$ cat config.mk
export PLATFORM = sky130hd
export DESIGN_NAME = masked_alpha_compositor_core
export DESIGN_NICKNAME = d
export VERILOG_FILES = /design/src/mac_pkg.sv /design/src/mac_lane.sv /design/src/masked_alpha_compositor_core.sv
export SDC_FILE = /design/constraint.sdc
export NUM_CORES = 2
export LEC_CHECK = 0
export ABC_AREA = 1
export BUFFER_PORTS_ARGS = -buffer_cell sky130_fd_sc_hd__buf_2
export CELL_PAD_IN_SITES_DETAIL_PLACEMENT = 1
export CELL_PAD_IN_SITES_GLOBAL_PLACEMENT = 2
export CORE_ASPECT_RATIO = 1.4
export CORE_UTILIZATION = 36
export DETAILED_ROUTE_END_ITERATION = 12
export PLACE_DENSITY = 0.81
export SKIP_CTS_REPAIR_TIMING = 1
export SLEW_MARGIN = 20
export SYNTH_ARGS = -nofsm -noshare
export SYNTH_HDL_FRONTEND = slang
export SYNTH_HIERARCHICAL = 1
export SYNTH_SLANG_ARGS = --single-unit
$ cat constraint.sdc
create_clock -name clock -period 5.1 [get_ports clock]
set_clock_uncertainty 0.05 [all_clocks]
set_input_delay 0.51 -clock clock [delete_from_list [all_inputs] [get_ports clock]]
set_output_delay 0.51 -clock clock [all_outputs]
set_load 0.005 [all_outputs]
$ cat src/mac_pkg.sv
// Shared types, constants and the div255 helper function for the masked alpha compositor.
// No dependencies; imported by mac_lane and masked_alpha_compositor_core.
`default_nettype none

package mac_pkg;

   localparam int ChanWidth = 8;
   localparam int SumWidth  = 2 * ChanWidth;
   localparam int OpWidth   = 17;
   localparam int NumLanes  = 4;
   localparam int CoverLane = 3;

   localparam logic [ChanWidth-1:0] ChanMax = '1;

   typedef logic [ChanWidth-1:0] chan_type;
   typedef logic [SumWidth-1:0]  sum_type;

   // How the current item is to be composited.
   typedef enum logic [1:0] {
      MODE_PASS,
      MODE_REPLACE,
      MODE_FULL,
      MODE_OPACITY
   } mode_type;

   // Register indexes of the configuration port.
   typedef enum logic [0:0] {
      CSR_REPLACE_LAYER = 1'b0,
      CSR_OPACITY       = 1'b1
   } csr_index_type;

   localparam logic [OpWidth-1:0] OpacityReset = 17'h10000;

   // Exact floor(x / 255) for any x up to 255 * 255, without a divider.
   function automatic chan_type div255(input sum_type x);
      logic [SumWidth:0] t;
      t = {1'b0, x} + (SumWidth+1)'(x[SumWidth-1:ChanWidth]) + (SumWidth+1)'(1);
      return t[SumWidth-1:ChanWidth];
   endfunction

endpackage

`default_nettype wire

$ cat src/mac_lane.sv
// One colour lane of the blend: under * (255 - w) + layer * w.
// Depends on mac_pkg for the channel and sum types.
`default_nettype none

module mac_lane
   import mac_pkg::*;
(
   input  chan_type under,
   input  chan_type layer,
   input  chan_type weight,
   output sum_type  sum
);

   sum_type under_prod;
   sum_type layer_prod;

   // Two 8x8 products; their sum never exceeds 255 * 255, so it fits 16 bits.
   assign under_prod = {{ChanWidth{1'b0}}, under} * {{ChanWidth{1'b0}}, ChanMax - weight};
   assign layer_prod = {{ChanWidth{1'b0}}, layer} * {{ChanWidth{1'b0}}, weight};
   assign sum        = under_prod + layer_prod;

endmodule

`default_nettype wire

$ cat src/masked_alpha_compositor_core.sv
// Masked alpha compositor, top level: three-stage pipeline ending in the output register.
// An item passes the stage 1, stage 2 and output registers in turn; throughput is one
// item per cycle while rsp_ready allows, set by the single weight multiplier and the
// per-lane multiply-add. Each stage advances whenever the stage after it is empty or
// moving, so bubbles fill. Reset (synchronous, active high) empties the pipeline, clears
// replace_layer and sets opacity to 65536. Depends on mac_pkg and mac_lane.
`default_nettype none

module masked_alpha_compositor_core
   import mac_pkg::*;
(
   input  wire logic                 clock,
   input  wire logic                 reset,

   input  wire logic                 csr_write,
   input  wire logic [0:0]           csr_index,
   input  wire logic [OpWidth-1:0]   csr_data,

   input  wire logic                 req_valid,
   output logic                      req_ready,
   input  wire logic [ChanWidth-1:0] req_layer_red,
   input  wire logic [ChanWidth-1:0] req_layer_green,
   input  wire logic [ChanWidth-1:0] req_layer_blue,
   input  wire logic [ChanWidth-1:0] req_layer_alpha,
   input  wire logic [ChanWidth-1:0] req_under_red,
   input  wire logic [ChanWidth-1:0] req_under_green,
   input  wire logic [ChanWidth-1:0] req_under_blue,
   input  wire logic [ChanWidth-1:0] req_under_cover,

   output logic                      rsp_valid,
   input  wire logic                 rsp_ready,
   output logic [ChanWidth-1:0]      rsp_out_red,
   output logic [ChanWidth-1:0]      rsp_out_green,
   output logic [ChanWidth-1:0]      rsp_out_blue,
   output logic [ChanWidth-1:0]      rsp_out_cover
);

   // Configuration registers. The user is to change them only while the block is idle, so
   // every item in flight sees the same values; the block itself does not enforce this.
   logic               replace_ff;
   logic [OpWidth-1:0] opacity_ff;

   always_ff @(posedge clock) begin
      if (reset) begin
         replace_ff <= 1'b0;
         opacity_ff <= OpacityReset;
      end else if (csr_write) begin
         unique case (csr_index_type'(csr_index))
            CSR_REPLACE_LAYER: replace_ff <= csr_data[0];
            CSR_OPACITY:       opacity_ff <= csr_data;
            default:           ;
         endcase
      end
   end

   // Stage enables. A stage loads when it is empty or its contents move on.
   logic en1;
   logic en2;
   logic en3;

   logic s1_valid_ff;
   logic s2_valid_ff;
   logic s3_valid_ff;

   assign en3       = !s3_valid_ff || rsp_ready;
   assign en2       = !s2_valid_ff || en3;
   assign en1       = !s1_valid_ff || en2;
   assign req_ready = en1;
   assign rsp_valid = s3_valid_ff;

   always_ff @(posedge clock) begin
      if (reset) begin
         s1_valid_ff <= 1'b0;
         s2_valid_ff <= 1'b0;
         s3_valid_ff <= 1'b0;
      end else begin
         if (en1) begin
            s1_valid_ff <= req_valid;
         end
         if (en2) begin
            s2_valid_ff <= s1_valid_ff;
         end
         if (en3) begin
            s3_valid_ff <= s2_valid_ff;
         end
      end
   end

   // ---------------------------------------------------------------------
   // Stage 1: decide the mode and form the blend weight.
   // At full opacity (bit 16 set, i.e. 65536 or above) the weight is the mask
   // itself; otherwise it is the top byte of mask * opacity. The coverage lane
   // is blended as a colour whose layer value is 255.
   // ---------------------------------------------------------------------
   logic [ChanWidth+OpWidth-2:0] weight_prod;
   mode_type                     mode_in;
   chan_type                     weight_in;
   chan_type                     s1_layer_in [NumLanes];
   chan_type                     s1_under_in [NumLanes];

   mode_type s1_mode_ff;
   chan_type s1_weight_ff;
   chan_type s1_layer_ff [NumLanes];
   chan_type s1_under_ff [NumLanes];

   assign weight_prod = {{(OpWidth-1){1'b0}}, req_layer_alpha} *
                        {{ChanWidth{1'b0}}, opacity_ff[OpWidth-2:0]};

   always_comb begin
      if (replace_ff) begin
         mode_in = MODE_REPLACE;
      end else if (req_layer_alpha == '0) begin
         mode_in = MODE_PASS;
      end else if (opacity_ff[OpWidth-1]) begin
         mode_in = MODE_FULL;
      end else begin
         mode_in = MODE_OPACITY;
      end

      weight_in = opacity_ff[OpWidth-1] ? req_layer_alpha
                                        : weight_prod[ChanWidth+OpWidth-2:OpWidth-1];

      s1_layer_in[0]         = req_layer_red;
      s1_layer_in[1]         = req_layer_green;
      s1_layer_in[2]         = req_layer_blue;
      s1_layer_in[CoverLane] = ChanMax;
      s1_under_in[0]         = req_under_red;
      s1_under_in[1]         = req_under_green;
      s1_under_in[2]         = req_under_blue;
      s1_under_in[CoverLane] = req_under_cover;
   end

   always_ff @(posedge clock) begin
      if (en1 && req_valid) begin
         s1_mode_ff   <= mode_in;
         s1_weight_ff <= weight_in;
         s1_layer_ff  <= s1_layer_in;
         s1_under_ff  <= s1_under_in;
      end
   end

   // ---------------------------------------------------------------------
   // Stage 2: weighted sum in each of the four lanes.
   // ---------------------------------------------------------------------
   sum_type  sum_in [NumLanes];

   mode_type s2_mode_ff;
   chan_type s2_layer_ff [NumLanes];
   chan_type s2_under_ff [NumLanes];
   sum_type  s2_sum_ff   [NumLanes];

   for (genvar i = 0; i < NumLanes; i++) begin : g_lane
      mac_lane u_lane (
         .under  (s1_under_ff[i]),
         .layer  (s1_layer_ff[i]),
         .weight (s1_weight_ff),
         .sum    (sum_in[i])
      );
   end

   always_ff @(posedge clock) begin
      if (en2 && s1_valid_ff) begin
         s2_mode_ff  <= s1_mode_ff;
         s2_layer_ff <= s1_layer_ff;
         s2_under_ff <= s1_under_ff;
         s2_sum_ff   <= sum_in;
      end
   end

   // ---------------------------------------------------------------------
   // Stage 3: scale and select into the output register.
   // Colours divide by 255 at full opacity and by 256 on the opacity path;
   // coverage always divides by 255. A zero mask passes the pixel beneath
   // through, and replace mode copies the layer with coverage 255.
   // ---------------------------------------------------------------------
   chan_type out_in [NumLanes];
   chan_type out_ff [NumLanes];

   always_comb begin
      for (int i = 0; i < NumLanes; i++) begin
         case (s2_mode_ff)
            MODE_PASS:    out_in[i] = s2_under_ff[i];
            MODE_REPLACE: out_in[i] = s2_layer_ff[i];
            MODE_FULL:    out_in[i] = div255(s2_sum_ff[i]);
            default: begin
               out_in[i] = (i == CoverLane) ? div255(s2_sum_ff[i])
                                            : s2_sum_ff[i][SumWidth-1:ChanWidth];
            end
         endcase
      end
   end

   always_ff @(posedge clock) begin
      if (en3 && s2_valid_ff) begin
         out_ff <= out_in;
      end
   end

   assign rsp_out_red   = out_ff[0];
   assign rsp_out_green = out_ff[1];
   assign rsp_out_blue  = out_ff[2];
   assign rsp_out_cover = out_ff[CoverLane];

endmodule

`default_nettype wire

==> results_dict.tcl <==
set metrics [dict create \
    period_minus_slack_ps 5340 \
    drive_gt1_share_pct 16.2 \
    status "complete, but fails checks" \
    crit_top_cell "fa_1" \
    gp_congestion 0.850 \
    numCtsBuffers 30 \
    crit_fanout 8 \
    die_w_um 257 \
    grt_setup_unrepaired "true" \
    grt_pass1_wl_um 154000 \
    path_cells "buf_6, buf_4, clkbuf_16, or2_4, fa_2, fa_1, fa_1, inv_1, fa_1, fa_1, inv_1, fa_1, inv_2, ha_4, buf_4, nand2_4, nand2_4, nand2_2, nand2_2, a21oi_1, xnor2_1" \
    drv_slew 0 \
    drt_pass1_iterations 5 \
    dpl.hpwl_um 81100 \
    synth_area_sq_um 32700 \
    cp_data_required_time_ps 5440 \
    slowest_stage "fa_2" \
    slowest_delay_ps 550 \
    path_clk_slew_ps 70 \
    synth-async-reset-ratio_pct 0 \
    arrival_ps 5670 \
    multi_input_area_sq_um 21900 \
    core_area_sq_um 89800 \
    h-tree-depth 1 \
    num_antenna_cells 0 \
    first_global_vias 29220 \
    drt_iter0_markers 784 \
    place_area_sq_um 36600 \
    rows 130 \
    critPathBufInv 7 \
    avgSynthCellArea_sq_um 8.10 \
    drc 0 \
    hold_class "in2reg" \
    yosys_warnings 6 \
    mostFrequentLayoutCells "inv_1, nand2_1, fa_1" \
    path_class "reg2reg" \
    failed_checks "setup timing" \
    critical_path.top_delay_family "adder cells" \
    grt_max_degree 122 \
    fp.dieArea_sq_um 92100 \
    antenna_found_initial 7 \
    wire_per_inst_um 17.5 \
    synth_sequential_area_ratio_pct 21.5 \
    viasPerCell 4.72 \
    synth_top_cell_area_share_pct 28.6 \
    finalWorstSetupSlack_ps -235 \
    clk_path_buf_depth 3 \
    max_slew.worst_pin.slew_ps 996 \
    slew_headroom_pct 33.5 \
    hold_viol_final 0 \
    synth_cells 4038 \
    fin_crit_sh_pct 105 \
    start_kind "register" \
    synth_area_leaders "fa_1, edfxtp_1, inv_1, ha_1, nand2_1" \
    syn2layout_area_growth_pct 18.3 \
    start_util_pct 36.4 \
    nFillCells 10901 \
    final_common_cell "inv_1" \
    die_h_um 359 \
    cap_violations 0 \
    ant_nets 0 \
    clk_latency_ps 640 \
    final_core_util_pct 43.1 \
    io_pins 121 \
    globalRouteTotalUtil_pct 21.4 \
    final_net_count 5219 \
    synth.distinct_cells 47 \
    cts_tree "done" \
    num_vias 26232 \
    seq_area_sq_um 7030 \
    setup_viol 37 \
    synth_edf_count 220 \
    clkSinkCount 241 \
    root_buffer "clkbuf_16" \
    fmax_ghz 0.187 \
    gr-total-overflow 0 \
    setup_tns_ps -5360 \
    routed_wl_um 97600 \
    ys_ff_latch 241 \
    post-synth-top-area-cell "fa_1" \
    end_kind "register" \
    synthFlopType "edfxtp_1" \
    final_area_sq_um 38700 \
    port_buffers 120 \
]
sequential cells by signal, summed over array words and instances, names as in the netlist:
register and flops:
s1_layer_ff 24, s2_mode_ff 2, replace_ff 1, opacity_ff 17
rsp_out_red 8, s1_mode_ff 2, rsp_out_blue 8, s2_layer_ff 24
s2_under_ff 32, s2_valid_ff 1, s1_weight_ff 8, rsp_out_green 8
s1_under_ff 32, rsp_valid 1, s2_sum_ff 64, rsp_out_cover 8
s1_valid_ff 1
cell usage after synthesis (9+ instances only):
library cell,n
fa_1,467
nand3_1,116
dfxtp_1,21
ha_1,317
nor2_1,311
inv_1,1145
clkbuf_1,89
xnor2_1,13
a21oi_1,83
nand2_2,18
o21bai_1,10
nand3b_1,16
xor2_1,20
nand2_1,981
o21ai_0,44
or2_2,13
nand4_1,51
nor3_1,9
edfxtp_1,220
metal layers:
layer / global-route usage [%] / vias to the layer above / share of wire, %
met5: 0 / - / 0
met4: 5.92 / 0 / 3.2
met3: 1.71 / 160 / 2.6
met2: 42.1 / 385 / 54
met1: 24.4 / 13200 / 40
li1: - / 12487 / -
layout make-up:
cell class / count / area share, %
multi-input combinational: 2539 / 56.6
sequential: 241 / 18.2
inverter: 1157 / 11.3
timing repair buffer: 379 / 7.37
tap: 1188 / 3.84
clock buffer: 35 / 2.04
clock inverter: 20 / 0.618
worst reg2reg max path: cells and delay by family, from the launching register on:
kind	cells	cell delay, ps
AND/OR/NAND/NOR	5	490
flip-flops	1	380
buffers and inverters	7	760
AO/OA/AOI/OAI	1	180
adder cells (fa/ha/maj)	7	3140
XOR/XNOR	1	90
kinds of logic (layout without fill, tap and decap cells):
group                      count (synthesis)  in the layout  synth area share, %
other                                      5             12               0.0574
buffers and inverters                   1265           1591                 14.6
adders and majority gates                784            784                 40.7
AOI/OAI and AO/OA                        166            166                 2.83
xor gates and xnor gates                  33             33                0.884
and+or+nand+nor                         1544           1544                 19.4
DFF                                      241            241                 21.5
per-stage QoR:
step | hold WS, ps | cells | setup slack [ps]
after floorplan | 350 | 4045 | -128
after global placement | 356 | 5470 | -208
after detailed placement | 378 | 5470 | -249
after CTS | -40.4 | 5525 | -308
after global routing | 0.740 | 5559 | -450
final | 8.41 | 5559 | -235
final timing paths:
kind / from / to / slack (ps) / depth (start not counted)
min: req_layer_green[5] / s1_layer_ff[21]$_DFFE_PP_ / 8 / 1
min reg2reg: s1_mode_ff[1]$_SDFFCE_PP0P_ / s2_mode_ff[1]$_DFFE_PP_ / 400 / 0
max reg2reg: s1_weight_ff[4]$_DFFE_PP_ / s2_sum_ff[42]$_DFFE_PP_ / -240 / 21
max: s1_weight_ff[4]$_DFFE_PP_ / s2_sum_ff[42]$_DFFE_PP_ / -240 / 21
Power is left out: the tool's default activity adds up to more than one toggle a clock period on the data nets, which glitch-free logic cannot reach.
